**src/rtl/hbs_pkg.sv**
```systemverilog
`timescale 1ns / 1ps

package hbs_pkg;

  // Grid store geometry.
  localparam int GRID_AW    = 16;
  localparam int GRID_DEPTH = 65536;

  // Field widths of the item ports.
  localparam int SAMPLE_W = 8;
  localparam int COORD_W  = 24;
  localparam int SCALE_W  = 16;
  localparam int HEIGHT_W = 24;

  // Height scale after reset is 1.0 in unsigned Q8.8.
  localparam logic [SCALE_W-1:0] SCALE_RESET = 16'd256;

  // Item command codes.
  localparam logic CMD_WRITE = 1'b0;
  localparam logic CMD_QUERY = 1'b1;

  // Cycles from an accepted query to its result strobe.
  localparam int PIPE_LATENCY = 6;

  // Control bits that travel with each item down the front stages.
  typedef struct packed {
    logic vld;
    logic is_query;
  } hbs_ctl_t;

endpackage

```
**src/rtl/hbs_lerp.sv**
```systemverilog
`timescale 1ns / 1ps

// Back stages: lerp along x, lerp along z, then apply the height scale.
module hbs_lerp import hbs_pkg::*; #(
  parameter int FRAC_BITS = 8
) (
  input  logic                  clk,
  input  logic                  rst_n,
  input  logic                  qv,
  input  logic [FRAC_BITS-1:0]  fx,
  input  logic [FRAC_BITS-1:0]  fz,
  input  logic [SAMPLE_W-1:0]   h00,
  input  logic [SAMPLE_W-1:0]   h10,
  input  logic [SAMPLE_W-1:0]   h01,
  input  logic [SAMPLE_W-1:0]   h11,
  input  logic [SCALE_W-1:0]    scale,
  output logic                  out_valid,
  output logic [HEIGHT_W-1:0]   out_height
);

  localparam int H0_W = SAMPLE_W + FRAC_BITS;
  localparam int LX_W = H0_W + 2;
  localparam int H_W  = SAMPLE_W + 2 * FRAC_BITS;
  localparam int LZ_W = H_W + 2;
  localparam int P_W  = H_W + SCALE_W;

  logic signed [LX_W-1:0] h00_s, h01_s, dx0_s, dx1_s, fx_s, h0_s, h1_s;
  logic [H0_W-1:0]        h0_r, h1_r;
  logic                   s4_qv_r;
  logic [FRAC_BITS-1:0]   s4_fz_r;

  logic signed [LZ_W-1:0] h0z_s, dz_s, fz_s, h_s;
  logic [H_W-1:0]         h_r;
  logic                   s5_qv_r;

  logic [P_W-1:0]         prod;
  logic [HEIGHT_W-1:0]    out_height_r;
  logic                   out_valid_r;

  // Lerp along x for the near and far rows.
  always_comb begin
    h00_s = LX_W'({1'b0, h00});
    h01_s = LX_W'({1'b0, h01});
    dx0_s = LX_W'($signed({1'b0, h10}) - $signed({1'b0, h00}));
    dx1_s = LX_W'($signed({1'b0, h11}) - $signed({1'b0, h01}));
    fx_s  = LX_W'({1'b0, fx});
    h0_s  = (h00_s <<< FRAC_BITS) + dx0_s * fx_s;
    h1_s  = (h01_s <<< FRAC_BITS) + dx1_s * fx_s;
  end

  // Lerp along z between the two row results.
  always_comb begin
    h0z_s = LZ_W'({1'b0, h0_r});
    dz_s  = LZ_W'({1'b0, h1_r}) - h0z_s;
    fz_s  = LZ_W'({1'b0, s4_fz_r});
    h_s   = (h0z_s <<< FRAC_BITS) + dz_s * fz_s;
  end

  // Scale and keep eight fraction bits.
  assign prod = P_W'(h_r) * P_W'(scale);

  // Valid bits for the back stages.
  always_ff @(posedge clk) begin
    if (!rst_n) begin
      s4_qv_r     <= 1'b0;
      s5_qv_r     <= 1'b0;
      out_valid_r <= 1'b0;
    end else begin
      s4_qv_r     <= qv;
      s5_qv_r     <= s4_qv_r;
      out_valid_r <= s5_qv_r;
    end
  end

  // Payload of the back stages.
  always_ff @(posedge clk) begin
    h0_r         <= h0_s[H0_W-1:0];
    h1_r         <= h1_s[H0_W-1:0];
    s4_fz_r      <= fz;
    h_r          <= h_s[H_W-1:0];
    out_height_r <= prod[2 * FRAC_BITS +: HEIGHT_W];
  end

  assign out_valid  = out_valid_r;
  assign out_height = out_height_r;

endmodule

```
**config.mk**
```make
export PLATFORM = sky130hd
export DESIGN_NAME = hbs_lerp
export DESIGN_NICKNAME = d
export VERILOG_FILES = /design/src/rtl/hbs_pkg.sv /design/src/rtl/hbs_lerp.sv
export SDC_FILE = /design/constraint.sdc
export NUM_CORES = 2
export LEC_CHECK = 0
export BUFFER_PORTS_ARGS = -buffer_cell sky130_fd_sc_hd__buf_2
export CAP_MARGIN = 20
export CORE_ASPECT_RATIO = 1.75
export CORE_MARGIN = 8
export CORE_UTILIZATION = 60
export DETAILED_ROUTE_END_ITERATION = 8
export GPL_ROUTABILITY_DRIVEN = 0
export PLACE_DENSITY = 0.8
export SLEW_MARGIN = 40
export SYNTH_ARGS = -nofsm -noshare
export SYNTH_HDL_FRONTEND = slang
export SYNTH_SLANG_ARGS = --single-unit
```
**constraint.sdc**
```tcl
create_clock -name clk -period 9.85 [get_ports clk]
set_input_delay 2.955 -clock clk [delete_from_list [all_inputs] [get_ports clk]]
set_output_delay 2.955 -clock clk [all_outputs]
set_load 0.01 [all_outputs]
```
# --- Yosys cells after proc, flatten, opt, wreduce, memory -nomap -nowiden ---
# Cells that the tools add are included.
word_totals:
  ff_bits: 91
  latchBits: 0
  ram_bits: 0
  romBits: 0
  output_inout_bits: 25
  elab_cells: 18
  memories: 0
op_classes:
  add_sub_neg: 6
  mul: 4
  div: 0
  order_cmp: 0
  n_eq_ne: 0
  shift: 0
  muxes: 0
  bitwise: 0
  reduce_logical: 0
ops:
  columns: ["cell", "n"]
  rows:
  - ["multiplier 24 x 16 -> 40 bit", 1]
  - ["adder 16 bit", 2]
  - ["multiplier 9 x 9 -> 16 bit", 2]
  - ["adder 24 bit", 1]
  - ["multiplier 17 x 9 -> 24 bit", 1]
  - ["subtractor 8 x 8 -> 9 bit", 2]
  - ["subtractor 16 x 16 -> 17 bit", 1]

# --- Logic depth before layout (Yosys ltp) ---
logic_depth:
  word_depth: 3
  depth_mapped: 30
  mapped_depth_nobuf: 30

# --- Least setup slack after synthesis ---
# Ideal clock, no wire load.
synth_path:
  kind: "input -> register"
  from: "in h10[0]"
  to: "reg h0_r[15]"
  arrival_time_ns: 8.639
  required_time_ns: 9.729
  setup_slack_ns: 1.090
  stages: 27
  path_cell_list: "inv_1 > ha_1 > inv_1 > fa_1 > a21o_1 > a21oi_1 > o21bai_1 > a21oi_1 > o21bai_1 > a21oi_1 > nand2_1 > fa_1 > fa_1 > fa_1 > inv_1 > fa_1 > fa_1 > ha_1 > inv_1 > nor2_1 > nor2_1 > o21bai_1 > a21oi_1 > o21bai_1 > a21oi_1 > o21ai_0 > xnor2_1"
synth_between:
  elab_chain_len: 3
synth_lines:
  columns: ["item", "line_no", "text"]
  rows:
  - ["from (decl)", "hbs_lerp.sv:13", "input logic [SAMPLE_W-1:0] h10,"]
  - ["subtractor 8 x 8 -> 9 bit", "hbs_lerp.sv:44", "dx0_s = LX_W'($signed({1'b0, h10}) - $signed({1'b0, h00}));"]
  - ["multiplier 9 x 9 -> 16 bit", "hbs_lerp.sv:47", "h0_s = (h00_s <<< FRAC_BITS) + dx0_s * fx_s;"]
  - ["adder 16 bit", "hbs_lerp.sv:47", null]
  - ["net h0_s[15]", "hbs_lerp.sv:27", "logic signed [LX_W-1:0] h00_s, h01_s, dx0_s, dx1_s, fx_s, h0_s, h1_s;"]
  - ["to (signal assigned)", "hbs_lerp.sv:77", "h0_r <= h0_s[H0_W-1:0];"]
  - ["to (decl)", "hbs_lerp.sv:28", "logic [H0_W-1:0] h0_r, h1_r;"]
# The timed path passes the listed nets, and every way through them passes these cells.
# A chain may end at the register's enable or synchronous reset.

# --- Worst setup path after layout ---
layout_path:
  from: "in scale[1]"
  to: "reg out_height_r[19] (netlist: out_height[19])"
layout_between:
  elab_chain_len: 1
layout_lines:
  columns: ["item", "line_no", "text"]
  rows:
  - ["from (decl)", "hbs_lerp.sv:16", "input logic [SCALE_W-1:0] scale,"]
  - ["multiplier 24 x 16 -> 40 bit", "hbs_lerp.sv:60", "assign prod = P_W'(h_r) * P_W'(scale);"]
  - ["net prod[35]", "hbs_lerp.sv:36", "logic [P_W-1:0] prod;"]
  - ["to (signal assigned)", "hbs_lerp.sv:81", "out_height_r <= prod[2 * FRAC_BITS +: HEIGHT_W];"]
  - ["to (decl)", "hbs_lerp.sv:37", "logic [HEIGHT_W-1:0] out_height_r;"]
# The timed path passes the listed nets, and every way through them passes these cells.

==> metrics.cfg <==
[cts]
clock-sinks = 91
postCtsSetupBuffers = 0
clk-insertion-delay-late_ns = 0.38
clk_pin_slew_ns = 0.07
cts_resized = 0
htreeDepth = 3
clock_path_buffers = 2
cts_tree = built
cts_made_buffers = 9
cts_root_buffer = clkbuf_16
cts_hold_buf = 0

[logic_synthesis]
synthesis.nets = 3754
synth-edff-count = 0
synthFlopType = dfxtp_1
synth.avg_cell_area_um2 = 8.841
yosysUniqueCellTypes = 56
ys_seq_area_share_pct = 7.159
synthesis.area_mm2 = 0.02545
yosys_warnings = 0
syn_inst = 2878
synth.most_common_cell = inv_1
synth_common_cells = inv_1, fa_1, nand2_1
yosysTopAreaCell = fa_1
synth_top_area_share_pct = 43.27
synth-seq-cells = 91
ys_async_sr_fraction_pct = 0
ys_top_cells_by_area = fa_1, ha_1, inv_1

[finish]
syn_to_final_growth_pct = 5.089
final_nets = 3781
final_layout_size_suffix_gt1_share_pct = 4.880
n_antenna_cell = 0
stdcell_area_mm2 = 0.02674
n_fill_cell = 3488

[run]
drv_cap = 0

[route]
vias = 19420
routed_via_density = 5.594
drtPass1Iterations = 6
dr.first_iter.drc_count = 1197
wl_per_cell_um = 18.52
drc = 0
drt-total-wl_um = 64270
antenna_left = 0

[placement]
placed_area_mm2 = 0.02640
port_buffers = 91
post-dp-hpwl_um = 53350

[setup_path]
reg2reg_slack_ns = 1.82
cp_data_required_time_ns = 10.15
slowest_delay_ns = 0.58
crit_chain = buf_2 -> nand2_1 -> fa_1 -> inv_1 -> fa_1 -> inv_1 -> fa_1 -> inv_1 -> fa_1 -> fa_1 -> inv_1 -> fa_1 -> inv_1 -> ha_1 -> o21a_1 -> o21ai_0 -> a21o_1 -> o21ai_0 -> o21ai_1 -> a21oi_1 -> or3b_2 -> a21oi_1 -> xnor2_1
end_kind = register
arrival_ns = 9.44
startpoint_type = input port
cp_top_family = adder cells
cp_max_fo = 24
critPathMostFrequentCell = fa_1
critPathSlowestCell = fa_1
critical_path_class = in -> reg
worst-path-buf-inv = 6

[floorplan]
die_y_um = 288.4
rows = 100
top_level_ports = 92
dieArea_mm2 = 0.04951
fp.dieW_um = 171.7
core_area_mm2 = 0.04217
initial_core_util_pct = 60.35

[sta]
slew_viol_final = 0
rsz0062_at_grt = false
min_period_ns = 9.141
setup_viol_count_final = 0
fin_crit_sh_pct = 92.80
hold_viol_final = 0
skew_ns = 0.01424
maxSlewHeadroom_pct = 39.59
fmax_mhz = 109.4
worstMarginPinSlew_ns = 0.9049
fin_setup_tns_ns = 0

[min_path]
hp-class = reg -> reg

[global_route]
antenna_found_initial = 2
grt_usage_pct = 27.71
grt_max_degree = 25
grt_pass1_vias = 22550
grt-ovfl-total = 0
grt_pass1_wl_um = 106300

[outcome]
status = completed

[registers in the layout, indices dropped and copies added, names as in the netlist]
signal,count
out_height,24
h_r,24
h0_r,16
h1_r,16
s4_fz_r,8
out_valid,1
s5_qv_r,1
s4_qv_r,1
[worst paths after layout]
check            from        endpoint  cells after the start
min           s4_qv_r         s5_qv_r                      1
max          scale[1]  out_height[19]                     23
min reg2reg   s4_qv_r         s5_qv_r                      1
max reg2reg   h0_r[1]         h_r[23]                     28
[stage by stage]
| stage | setup WS [ns] | instances | utilization [%] | hold slack [ns] |
|---|---|---|---|---|
| 6_report | 0.7093 | 3471 | 63.42 | 0.4517 |
| 5_1_grt | 0.3819 | 3471 | 63.42 | 0.4805 |
| 4_1_cts | 0.7610 | 3471 | 63.39 | 0.4584 |
| 3_5_place_dp | 0.3787 | 3455 | 62.62 | 0.4370 |
| 3_3_place_gp | 0.5378 | 3455 | 62.60 | 0.4222 |
| 2_1_floorplan | 1.090 | 2878 | - | 0.4118 |
[kinds of logic (layout without fill, tap and decap cells)]
| kind of cell | Yosys count | after routing | share of synthesized area, % |
|---|---|---|---|
| and+or+nand+nor | 836 | 836 | 15.77 |
| adders and majority gates | 809 | 809 | 56.01 |
| DFF | 91 | 91 | 7.159 |
| xor gates and xnor gates | 103 | 103 | 3.545 |
| buffers and inverters | 849 | 881 | 12.53 |
| AOI/OAI and AO/OA | 189 | 189 | 4.942 |
| muxes | 1 | 1 | 0.04425 |
[cell type report]
type	instances	area (um^2)	area share (%)
clock buffers	10	229.0	0.8563
clock inverters	6	95.09	0.3556
inverters	754	2830	10.58
multi-input cells	1938	20460	76.50
flip-flops and latches	91	1822	6.813
well taps	561	701.9	2.625
repair buffers	111	605.6	2.265
[routing by layer]
metal | track usage, % | vias up | wire length [um]
li1 | - | 8482 | -
met1 | 24.87 | 9762 | 19370
met2 | 52.02 | 797 | 35100
met3 | 3.804 | 375 | 3316
met4 | 25.31 | 2 | 6473
met5 | 0 | - | 14
[layout by cell type (no fill, tap or decap), types with 7 or more instances in the layout]
cell type / count
inv_1: 754
fa_1: 550
nand2_1: 435
ha_1: 259
and2_1: 239
dfxtp_1: 91
buf_2: 91
xnor2_1: 74
a21oi_1: 62
nor2_1: 45
o21ai_0: 27
xor2_1: 27
nor2b_1: 26
nor3_1: 21
buf_4: 20
nand3_1: 19
a21o_1: 16
o21bai_1: 16
a211oi_1: 12
nand2b_1: 12
o21a_1: 9
clkbuf_16: 9
nand4_1: 8
o211ai_1: 7
Power is left out: the tool's default activity adds up to more than one toggle a clock period on the data nets, which glitch-free logic cannot reach.
