$ cat src/rtl/hbs_pkg.sv
`timescale 1ns / 1ps

package hbs_pkg;

  // Grid store geometry.
  localparam int GRID_AW    = 16;
  localparam int GRID_DEPTH = 65536;

  // Field widths of the item ports.
  localparam int SAMPLE_W = 8;
  localparam int COORD_W  = 24;
  localparam int SCALE_W  = 16;
  localparam int HEIGHT_W = 24;

  // Height scale after reset is 1.0 in unsigned Q8.8.
  localparam logic [SCALE_W-1:0] SCALE_RESET = 16'd256;

  // Item command codes.
  localparam logic CMD_WRITE = 1'b0;
  localparam logic CMD_QUERY = 1'b1;

  // Cycles from an accepted query to its result strobe.
  localparam int PIPE_LATENCY = 6;

  // Control bits that travel with each item down the front stages.
  typedef struct packed {
    logic vld;
    logic is_query;
  } hbs_ctl_t;

endpackage

$ cat src/rtl/hbs_addr.sv
`timescale 1ns / 1ps

// Front stages: clamp and split the coordinates, then form the cell base address.
module hbs_addr import hbs_pkg::*; #(
  parameter int MAP_WIDTH  = 256,
  parameter int MAP_LENGTH = 256,
  parameter int FRAC_BITS  = 8,
  localparam int IX_W = $clog2(MAP_WIDTH),
  localparam int IZ_W = $clog2(MAP_LENGTH)
) (
  input  logic                       clk,
  input  logic                       rst_n,
  input  logic                       in_take,
  input  logic                       in_command,
  input  logic [GRID_AW-1:0]         in_sample_address,
  input  logic [SAMPLE_W-1:0]        in_sample_value,
  input  logic signed [COORD_W-1:0]  in_coord_x,
  input  logic signed [COORD_W-1:0]  in_coord_z,
  output hbs_ctl_t                   s2_ctl,
  output logic [GRID_AW-1:0]         s2_base,
  output logic [FRAC_BITS-1:0]       s2_fx,
  output logic [FRAC_BITS-1:0]       s2_fz,
  output logic [GRID_AW-1:0]         s2_waddr,
  output logic [SAMPLE_W-1:0]        s2_wdata
);

  localparam int EXT_W = 48;
  localparam int XC_W  = IX_W + FRAC_BITS;
  localparam int ZC_W  = IZ_W + FRAC_BITS;
  localparam logic signed [EXT_W-1:0] X_HI = EXT_W'((MAP_WIDTH - 2) * (2 ** FRAC_BITS));
  localparam logic signed [EXT_W-1:0] Z_HI = EXT_W'((MAP_LENGTH - 2) * (2 ** FRAC_BITS));

  logic signed [EXT_W-1:0] x_ext;
  logic signed [EXT_W-1:0] z_ext;
  logic [XC_W-1:0]         x_cl;
  logic [ZC_W-1:0]         z_cl;

  hbs_ctl_t                s1_ctl_r;
  logic [XC_W-1:0]         s1_x_r;
  logic [ZC_W-1:0]         s1_z_r;
  logic [GRID_AW-1:0]      s1_waddr_r;
  logic [SAMPLE_W-1:0]     s1_wdata_r;

  logic [IX_W-1:0]         ix;
  logic [IZ_W-1:0]         iz;
  logic [31:0]             base_full;

  hbs_ctl_t                s2_ctl_r;
  logic [GRID_AW-1:0]      s2_base_r;
  logic [FRAC_BITS-1:0]    s2_fx_r;
  logic [FRAC_BITS-1:0]    s2_fz_r;
  logic [GRID_AW-1:0]      s2_waddr_r;
  logic [SAMPLE_W-1:0]     s2_wdata_r;

  // Saturate each coordinate to the last cell edge; negatives read as zero.
  always_comb begin
    x_ext = EXT_W'(in_coord_x);
    z_ext = EXT_W'(in_coord_z);
    if (x_ext[EXT_W-1]) begin
      x_cl = '0;
    end else if (x_ext > X_HI) begin
      x_cl = X_HI[XC_W-1:0];
    end else begin
      x_cl = x_ext[XC_W-1:0];
    end
    if (z_ext[EXT_W-1]) begin
      z_cl = '0;
    end else if (z_ext > Z_HI) begin
      z_cl = Z_HI[ZC_W-1:0];
    end else begin
      z_cl = z_ext[ZC_W-1:0];
    end
  end

  // Stage 1 control.
  always_ff @(posedge clk) begin
    if (!rst_n) begin
      s1_ctl_r <= '0;
    end else begin
      s1_ctl_r.vld      <= in_take;
      s1_ctl_r.is_query <= in_take && (in_command == CMD_QUERY);
    end
  end

  // Stage 1 payload.
  always_ff @(posedge clk) begin
    s1_x_r     <= x_cl;
    s1_z_r     <= z_cl;
    s1_waddr_r <= in_sample_address;
    s1_wdata_r <= in_sample_value;
  end

  // Cell base address is row times width plus column, wrapped to the store.
  assign ix        = s1_x_r[XC_W-1:FRAC_BITS];
  assign iz        = s1_z_r[ZC_W-1:FRAC_BITS];
  assign base_full = 32'(iz) * 32'(MAP_WIDTH) + 32'(ix);

  // Stage 2 control.
  always_ff @(posedge clk) begin
    if (!rst_n) begin
      s2_ctl_r <= '0;
    end else begin
      s2_ctl_r <= s1_ctl_r;
    end
  end

  // Stage 2 payload.
  always_ff @(posedge clk) begin
    s2_base_r  <= base_full[GRID_AW-1:0];
    s2_fx_r    <= s1_x_r[FRAC_BITS-1:0];
    s2_fz_r    <= s1_z_r[FRAC_BITS-1:0];
    s2_waddr_r <= s1_waddr_r;
    s2_wdata_r <= s1_wdata_r;
  end

  assign s2_ctl   = s2_ctl_r;
  assign s2_base  = s2_base_r;
  assign s2_fx    = s2_fx_r;
  assign s2_fz    = s2_fz_r;
  assign s2_waddr = s2_waddr_r;
  assign s2_wdata = s2_wdata_r;

endmodule

$ cat config.mk
export PLATFORM = sky130hd
export DESIGN_NAME = hbs_addr
export DESIGN_NICKNAME = d
export VERILOG_FILES = /design/src/rtl/hbs_pkg.sv /design/src/rtl/hbs_addr.sv
export SDC_FILE = /design/constraint.sdc
export NUM_CORES = 1
export LEC_CHECK = 0
export ABC_AREA = 1
export BUFFER_PORTS_ARGS = -buffer_cell sky130_fd_sc_hd__buf_2
export CAP_MARGIN = 5
export CORE_UTILIZATION = 43
export CTS_BUF_LIST = sky130_fd_sc_hd__clkbuf_2
export CTS_CLUSTER_DIAMETER = 150
export DETAILED_ROUTE_END_ITERATION = 16
export MAX_ROUTING_LAYER = met4
export PLACE_DENSITY = 0.77
export SLEW_MARGIN = 40
export SYNTH_ARGS = -nofsm -noshare
export SYNTH_HDL_FRONTEND = slang
export SYNTH_SLANG_ARGS = --single-unit
$ cat constraint.sdc
create_clock -name clk -period 0.9 [get_ports clk]
set_input_delay 0.225 -clock clk [delete_from_list [all_inputs] [get_ports clk]]
set_output_delay 0.225 -clock clk [all_outputs]
set_load 0.02 [all_outputs]
* Word-level counts from Yosys, hierarchy flattened
Index checks and enable logic that the tools add are counted.
** Storage, ports and cells
- Flip-flop bits (word level) :: 116
- Input bits :: 76
- Logic and storage cells :: 23
** Cells by class
- Add/sub/neg operators :: 1
- Magnitude comparators :: 2
- Multiplexer cells :: 2
- Reduce and logical (&&, ||, !) cells :: 3
** Operator list (count)
- $gt A24 B17 Y1 const B :: 2
- $mux W16 :: 2
- $add A16 B8 Y16 :: 1
- $reduce_or A2 Y1 :: 2
- $logic_and A1 B1 Y1 :: 1

* Depth between registers and ports, before layout
Gate-level depths: netlist of run 1.
- Depth after elaboration :: 2
- Gate-level depth with buffers :: 8
- Mapped depth without buffers :: 8

* Least setup slack after synthesis of run 1
OpenSTA, ideal clock, no wires.
- Kind :: in2reg
- From :: input port in_coord_x[2]
- To :: register s1_x_r[10]
- Data arrival time :: 843 ps
- Required time :: 791 ps
- Setup slack :: -52 ps
- Cell stages on the path :: 6
- Cell sequence :: nor2_1 nand3_1 o21ai_4 nand3_1 nand2_1 inv_1
** Between the ends
- Word-level cells in the longest chain between the ends :: 2
** RTL lines
- start, declared :: line hbs_addr.sv:17 : input logic signed [COORD_W-1:0] in_coord_x,
- $gt A24 B17 Y1 :: line hbs_addr.sv:61 : end else if (x_ext > X_HI) begin
- $mux W16 :: line hbs_addr.sv:61
- end signal, assigned :: line hbs_addr.sv:87 : s1_x_r <= x_cl;
- end, declared :: line hbs_addr.sv:39 : logic [XC_W-1:0] s1_x_r;
Every way passes these cells.
A chain may end at the register's enable or synchronous reset.

* Worst setup path after layout of run 1
- From :: register s2_wdata_r[6], in the netlist s2_wdata[6]
- To :: output port s2_wdata[6]
** RTL lines
- start, declared :: line hbs_addr.sv:53 : logic [SAMPLE_W-1:0] s2_wdata_r;
- start signal, assigned :: line hbs_addr.sv:113 : s2_wdata_r <= s1_wdata_r;
- end, declared :: line hbs_addr.sv:24 : output logic [SAMPLE_W-1:0] s2_wdata
No word-level cell between the ends.

==> results of run 1 <==
==> through the flow <==
step                      area [um2]  power [W]  utilization (%)  instances
after floorplan                 3030    0.00571                -        260
after global placement          3870    0.00604             57.2        483
after detailed placement        3870    0.00606             57.2        483
after CTS                       5130    0.00935             75.9        576
after global routing            5160    0.00974             76.3        577
final                           5160    0.00932             76.3        577
==> cell families after synthesis <==
group           after synthesis  synth area share [%]
compound gates                4                  1.42
buf+inv                      56                  7.04
flops                       116                  77.8
simple gates                 84                  13.7
==> cells in the mapped netlist <==
cell type	number
nand2_1	27
inv_1	56
nor2_4	2
o21ai_4	2
nand2_4	2
nor2_2	16
a21oi_1	2
dfxtp_1	116
nor2_1	17
nand3_1	20
==> layout make-up <==
class,instances,share of cell area (%)
Sequential cell,116,46.4
Clock inverter,13,2.28
Inverter,56,4.08
Tap cell,80,1.94
Multi-Input combinational cell,89,10.1
Timing Repair Buffer,205,33.4
Clock buffer,18,1.75
==> what timing repair did <==
| item | in CTS | in global routing |
|---|---|---|
| resized for setup | 173 | 5 |
| endpoints found under the setup margin | 58 | 73 |
| hold endpoints to repair | 60 | 0 |
| pin swaps | 0 | 2 |
| hold buffers | 62 | 0 |
| cloned | 0 | 1 |
==> placed cells by master, fill, tap and decap left out <==
cell,n
nor2_2,16
buf_2,75
nand3_2,4
dfxtp_1,58
dlygate4sd3_1,62
clkinv_2,7
o21ai_2,1
clkinv_1,2
buf_4,10
nand2_4,2
nor2_1,12
clkinvlp_4,2
dfxtp_2,58
inv_1,56
nor2_4,7
nand2_1,27
a21oi_1,2
buf_6,58
bufinv_16,2
o21ai_4,2
nand3_1,16
clkbuf_2,18
==> worst max path at each step <==
stage | startpoint | to
6_report | s2_wdata[6] | s2_wdata[6]
3_3_place_gp | in_coord_z[0] | s1_z_r[10]
4_1_cts | s2_fx[2] | s2_fx[2]
2_1_floorplan | in_coord_x[0] | s1_x_r[10]
3_5_place_dp | in_coord_x[0] | s1_x_r[14]
5_1_grt | s2_fx[7] | s2_fx[7]
==> power by group <==
group / internal [W] / leakage, nW / total (W) / switching (W)
clock: 0.00121 / 0.134 / 0.00299 / 0.00178
combinational: 0.000535 / 1.45 / 0.000918 / 0.000384
sequential: 0.00535 / 0.975 / 0.00542 / 0.0000705
==> metal layers <==
| layer | vias up | track usage [%] | wire length (um) |
|---|---|---|---|
| met2 | 107 | 41.6 | 4340 |
| met4 | 0 | 13.8 | 267 |
| li1 | 1216 | - | - |
| met3 | 26 | 6.91 | 369 |
| met5 | - | - | 0 |
| met1 | 1134 | 19.5 | 2670 |
==> flip-flops by register name, indices dropped and copies added (netlist names) <==
register	count
s2_fz	8
s2_fx	8
s1_wdata_r	8
s1_x_r	16
s1_z_r	16
s2_ctl	2
s2_base	16
s2_wdata	8
s2_waddr	16
s1_ctl_r	2
s1_waddr_r	16
==> metrics.yaml, run 1 <==
setup_violations: 66
htreeDepth: 4
multi_input_area_um2: 519
register_area_mm2: 0.00239
tightestPinTransition_ns: 0.377
relSlewSlack_pct: 74.9
cp.depth: 1
max_freq_mhz: 767
yosys-top-cells-area: "dfxtp_1 78%, inv_1 7.0%, nand2_1 3.4%, nand3_1 3.4%, nor2_2 3.4%"
r2r_start: "s1_ctl_r[0]"
syn2layout_area_growth_pct: 72.7
min_period_ns: 1.30
hp-start: "in_coord_x[22]"
via_per_inst: 4.30
synth_nets: 336
yosys_warnings: 0
crit_arrival_ns: 1.08
crit_fanout: 1
fillers: 435
hold_class: "input pin to flip-flop"
drt-total-wl_mm: 7.64
start_kind: "flip-flop"
r2r_slack_ns: 0.40
ioPinCount: 134
slew_viol_final: 0
cts_buffers: 17
dp_hpwl_mm: 4.06
critical-path-top-delay-family: "flip-flops"
synth.largest_area_cell: "dfxtp_1"
crit_type: "flip-flop to output port"
initial_core_util_pct: 44.2
irDropWorstVdd_mv: 0.915
rr_worst_depth: 2
ant_nets: 0
die-area_mm2: 0.00728
nNetsFinal: 561
leakage_nw: 2.56
synth_area_mm2: 0.00299
grt_pass1_wl_mm: 11.8
synth_top_area_share_pct: 77.8
clk_pin_slew_worst_paths_ns: 0.16
powerDensity_mw_per_mm2: 1810
core_area_mm2: 0.00676
grt_use_total_pct: 22.4
die_h_um: 85.3
cts_setup_buffers: 0
fin_ws_ns: -0.404
setup_tns_ns: -22.19
antenna_found_initial: 0
drc_errors: 0
syn_avg_cell_area_um2: 11.5
die_w_um: 85.3
min_to: "s1_x_r[7]"
crit_buf_inv: 1
drtPass1Iterations: 7
drive_above_1_share_pct: 52.7
cp-end-kind: "output port"
grt_max_degree: 17
clockBufferDepth: 2
yosysSeqAreaShare_pct: 77.8
path_cells: "buf_6"
hold_violations: 0
wire_per_inst_um: 13.2
grt_pass1_vias: 2719
ys_types: 10
rsz0062_at_grt: "yes"
cts_root_buf: "clkbuf_2"
drt_iter0_markers: 30
fin_skew_ns: 0.0190
ys_ff_latch: 116
critPathMaxStageDelay_ns: 0.37
synthCells: 260
drv_cap: 0
cp.required_ns: 0.67
row_count: 30
place.gp.congestion: 0.824
slowest_stage: "dfxtp_2"
port_buffers: 133
clkLatencyLatePin_ns: 0.59
hold_path_depth: 6
hold_slack_ns: 0.0570
insertedDiodeCount: 0
violations: "setup timing"
cts_tree: "yes"
vias: 2483
finalCritPeriodShare_pct: 145
status: "complete, but fails checks"
grt-ovfl-total: 0
place_ws_ns: -0.344
reg2reg_to: "s2_ctl[0]"
clock_sinks: 116
Note: power is estimated with default switching activity, not from simulation.
==> inputs of run 2 (changes only) <==
--- a/config.mk
+++ b/config.mk
@@ -7,13 +7,14 @@
 export LEC_CHECK = 0
 export ABC_AREA = 1
 export BUFFER_PORTS_ARGS = -buffer_cell sky130_fd_sc_hd__buf_2
-export CAP_MARGIN = 5
+export CAP_MARGIN = 10
 export CORE_UTILIZATION = 43
 export CTS_BUF_LIST = sky130_fd_sc_hd__clkbuf_2
 export CTS_CLUSTER_DIAMETER = 150
 export DETAILED_ROUTE_END_ITERATION = 16
 export MAX_ROUTING_LAYER = met4
 export PLACE_DENSITY = 0.77
+export REMOVE_ABC_BUFFERS = 1
 export SLEW_MARGIN = 40
 export SYNTH_ARGS = -nofsm -noshare
 export SYNTH_HDL_FRONTEND = slang
==> run 2 against run 1 <==
The run still ends with setup timing left. Register-to-register slack barely moved. Worst hold slack worse by 0.055 ns. Largest power group unchanged. Combinational power increased by 0.5%. Largest cell class unchanged.
==> metrics.yaml, run 2 (synthesis results as in run 1) <==
status: "complete, but fails checks"
violations: "setup timing"
cts_tree: "yes"
nNetsFinal: 565
grt-ovfl-total: 0
wire_per_inst_um: 13.7
rr_worst_depth: 2
drt-total-wl_mm: 7.98
cp.required_ns: 0.67
drtPass1Iterations: 4
insertedDiodeCount: 0
register_area_mm2: 0.00239
slew_viol_final: 0
crit_arrival_ns: 1.13
cts_buffers: 17
setup_violations: 67
ioPinCount: 134
p_int_w: 0.00742
grt_use_total_pct: 23.2
relSlewSlack_pct: 72.4
grt_max_degree: 17
row_count: 30
clkLatencyLatePin_ns: 0.64
crit_fanout: 1
post-route-util_pct: 76.8
p_clk_share_pct: 35.4
switching_share_pct: 24.4
crit_buf_inv: 1
hold_class: "input pin to flip-flop"
crit_type: "flip-flop to output port"
cp-end-kind: "output port"
hold_path_depth: 5
place.gp.congestion: 0.839
initial_core_util_pct: 44.2
fin_ws_ns: -0.457
hold_violations: 0
die-area_mm2: 0.00728
tightestPinTransition_ns: 0.414
core_area_mm2: 0.00676
irDropWorstVdd_mv: 0.925
grt_pass1_vias: 2559
fin_skew_ns: 0.0179
critical-path-top-delay-family: "flip-flops"
grt_pass1_wl_mm: 12.1
reg2reg_to: "s2_ctl[0]"
syn2layout_area_growth_pct: 73.8
hp-start: "in_coord_z[22]"
finalCritPeriodShare_pct: 151
start_kind: "flip-flop"
layout_commonest_cell: "buf_2"
min_period_ns: 1.36
min_to: "s1_z_r[9]"
r2r_slack_ns: 0.40
clock_sinks: 116
path_cells: "buf_6"
die_w_um: 85.3
slowest_stage: "dfxtp_2"
setup_tns_ns: -24.79
powerDensity_mw_per_mm2: 1890
fillers: 427
drt_iter0_markers: 94
drive_above_1_share_pct: 52.4
antenna_found_initial: 0
multi_input_area_um2: 485
pwr-share-comb_pct: 9.4
clockBufferDepth: 2
leakage_nw: 2.57
layout_common_cells: "75 x buf_2, 61 x dlygate4sd3_1, 58 x buf_6, 58 x dfxtp_1, 58 x dfxtp_2"
max_freq_mhz: 737
rsz0062_at_grt: "yes"
ant_nets: 0
drc_errors: 0
dp_hpwl_mm: 4.00
port_buffers: 133
critPathMaxStageDelay_ns: 0.38
vias: 2525
via_per_inst: 4.34
seq_power_share_pct: 55.2
switchingPower_w: 0.00239
cts_root_buf: "clkbuf_2"
drv_cap: 0
die_h_um: 85.3
r2r_start: "s1_ctl_r[0]"
htreeDepth: 4
clk_pin_slew_worst_paths_ns: 0.18
-- run 2: cell count changes in the layout (fill, tap and decap cells not counted), sizes merged --
cell         before  now
buf             143  147
bufinv            2    3
clkinv            9    6
clkinvlp          2    5
dlygate4sd3      62   61
nor2             35   36
-- run 2: worst max path at each step --
stage	slack [ns]	to	cells past startpoint	startpoint
global route	-0.53	s2_ctl[0]	1	s2_ctl[0]
detailed placement	-0.33	s1_x_r[11]	7	in_coord_x[2]
CTS	-0.49	s2_base[1]	1	s2_base[1]
finish	-0.46	s2_base[1]	1	s2_base[1]
global placement	-0.27	s1_x_r[13]	7	in_coord_x[2]
floorplan	-0.05	s1_x_r[10]	6	in_coord_x[2]
-- run 2: cell type report --
class                   instances  area share [%]
clock buffers                  18            1.74
multi-input cells              90            9.36
clock inverters                14            3.14
inverters                      56            4.05
well taps                      80            1.93
repair buffers                208            33.6
flip-flops and latches        116            46.2
-- run 2: metal layers --
layer  track usage [%]  vias to the layer above  share of wire (%)
met5                 -                        -                  0
met4              9.85                        0                3.3
met3              6.61                       30                5.3
met2              43.5                      125                 55
met1              22.0                     1142                 37
li1                  -                     1228                  -
-- run 2: stage by stage --
stage	instances	hold slack [ns]	total power (W)	instance area (um2)	setup WS, ns
after floorplan	260	0.253	0.00570	2990	-0.0519
after global placement	487	0.310	0.00603	3860	-0.274
final	582	0.00191	0.00981	5190	-0.457
after detailed placement	487	0.312	0.00604	3860	-0.330
after global routing	582	0.00276	0.0102	5190	-0.526
after CTS	580	-0.0391	0.00978	5150	-0.485
-- run 2: repair_timing --
action	in CTS	in global routing
buffers inserted	0	0
gates cloned	0	2
hold buffers	61	1
resized for setup	174	5
endpoints found under the hold margin	60	1
setup endpoints to repair	58	88
pin swaps	0	4
-- run 2: power by group through the flow --
stage | clock network [W] | registers (W) | logic (W)
2_1_floorplan | 0 | 0.00560 | 0.000103
3_3_place_gp | 0 | 0.00548 | 0.000551
3_5_place_dp | 0 | 0.00548 | 0.000559
4_1_cts | 0.00349 | 0.00541 | 0.000876
5_1_grt | 0.00377 | 0.00543 | 0.000981
6_report | 0.00347 | 0.00542 | 0.000923
==> inputs of run 3 (changes only) <==
--- a/config.mk
+++ b/config.mk
@@ -13,7 +13,7 @@
 export CTS_CLUSTER_DIAMETER = 150
 export DETAILED_ROUTE_END_ITERATION = 16
 export MAX_ROUTING_LAYER = met4
-export PLACE_DENSITY = 0.77
+export PLACE_DENSITY = 0.88
 export REMOVE_ABC_BUFFERS = 1
 export SLEW_MARGIN = 40
 export SYNTH_ARGS = -nofsm -noshare
==> run 3 against run 2 <==
The run still ends with setup timing left. Clock skew rose by 0.0066 ns. Via count is 1.9% higher. Maximum frequency increased by 3.7%. Design area decreased by 0.77%. Worst hold slack better by 0.059 ns. Setup slack better by 0.048 ns. Die area is the same. Routed wire length is 6.7% higher. Critical path type unchanged.
==> metrics.yaml, run 3 (synthesis results as in run 1) <==
status: "complete, but fails checks"
violations: "setup timing"
fin_ws_ns: -0.409
vias: 2573
drc_errors: 0
relSlewSlack_pct: 76.0
row_count: 30
place.gp.congestion: 0.867
die-area_mm2: 0.00728
post-route-util_pct: 76.2
ant_nets: 0
antenna_found_initial: 0
layout_commonest_cell: "buf_2"
grt_max_degree: 17
drv_cap: 0
syn2layout_area_growth_pct: 72.4
die_h_um: 85.3
slowest_stage: "dfxtp_2"
irDropWorstVdd_mv: 1.44
leakage_nw: 2.58
port_buffers: 133
grt_use_total_pct: 24.5
cp.required_ns: 0.67
grt-ovfl-total: 0
min_period_ns: 1.31
crit_arrival_ns: 1.08
critical-path-top-delay-family: "flip-flops"
cts_setup_buffers: 0
start_kind: "flip-flop"
grt_pass1_vias: 2718
rsz0062_at_grt: "yes"
clk_pin_slew_worst_paths_ns: 0.17
layout_common_cells: "75 x buf_2, 60 x dlygate4sd3_1, 58 x buf_6, 58 x dfxtp_1, 58 x dfxtp_2"
via_per_inst: 4.47
path_cells: "buf_6"
drt_iter0_markers: 65
setup_violations: 58
tightestPinTransition_ns: 0.360
fin_skew_ns: 0.0245
wire_per_inst_um: 14.8
cts_tree: "yes"
crit_buf_inv: 1
htreeDepth: 4
drt-total-wl_mm: 8.51
cp-end-kind: "output port"
max_freq_mhz: 764
crit_type: "flip-flop to output port"
die_w_um: 85.3
ioPinCount: 134
nNetsFinal: 558
slew_viol_final: 0
crit_fanout: 1
hold_violations: 0
cts_buffers: 17
critPathMaxStageDelay_ns: 0.38
clock_sinks: 116
finalCritPeriodShare_pct: 145
clockBufferDepth: 2
drtPass1Iterations: 4
core_area_mm2: 0.00676
insertedDiodeCount: 0
cts_root_buf: "clkbuf_2"
initial_core_util_pct: 44.2
drive_above_1_share_pct: 51.1
powerDensity_mw_per_mm2: 1990
fillers: 394
dp_hpwl_mm: 4.40
grt_pass1_wl_mm: 12.7
hold_class: "input pin to flip-flop"
clkLatencyLatePin_ns: 0.59
setup_tns_ns: -21.53
run 3: per-stage QoR:
stage	area [um2]	total power, W	cells	hold WS (ns)	setup WS (ns)
after floorplan	2990	0.00570	260	0.253	-0.0519
after global placement	3830	0.00602	483	0.310	-0.253
after detailed placement	3830	0.00604	483	0.312	-0.357
after CTS	5150	0.0102	575	-0.00494	-0.448
after global routing	5150	0.0106	575	0.0321	-0.463
final	5150	0.0102	575	0.0607	-0.409
run 3: final timing paths:
path / startpoint / to / slack, ns / cells after the start
max: s2_base[4] / s2_base[4] / -0.41 / 1
min: in_coord_z[19] / s1_z_r[9] / 0.06 / 5
max reg2reg: s1_ctl_r[0] / s2_ctl[0] / 0.40 / 2
min reg2reg: s1_x_r[7] / s2_fx[7] / 0.32 / 0
run 3: final cells by class:
type	instances	area, um2	area share (%)
flip-flops and latches	116	2390	46.5
repair buffers	203	1700	33.1
multi-input cells	88	453	8.80
inverters	56	210	4.08
clock inverters	12	185	3.60
clock buffers	20	100	1.94
well taps	80	100	1.94
run 3: power by group:
part | internal (W) | total [W] | switching, W
logic | 0.000526 | 0.000910 | 0.000385
registers | 0.00535 | 0.00542 | 0.0000744
clock network | 0.00210 | 0.00391 | 0.00181
run 3: timing repair:
item,4_1_cts,5_1_grt
endpoints found under the hold margin,59,0
gates resized for setup,174,0
endpoints found under the setup margin,58,58
hold buffers,60,0
run 3: per-layer routing:
| layer | GRT usage (%) | routed length (um) |
|---|---|---|
| met5 | - | 0 |
| met4 | 14.1 | 284 |
| met3 | 5.45 | 400 |
| met2 | 48.0 | 4950 |
| met1 | 20.9 | 2880 |
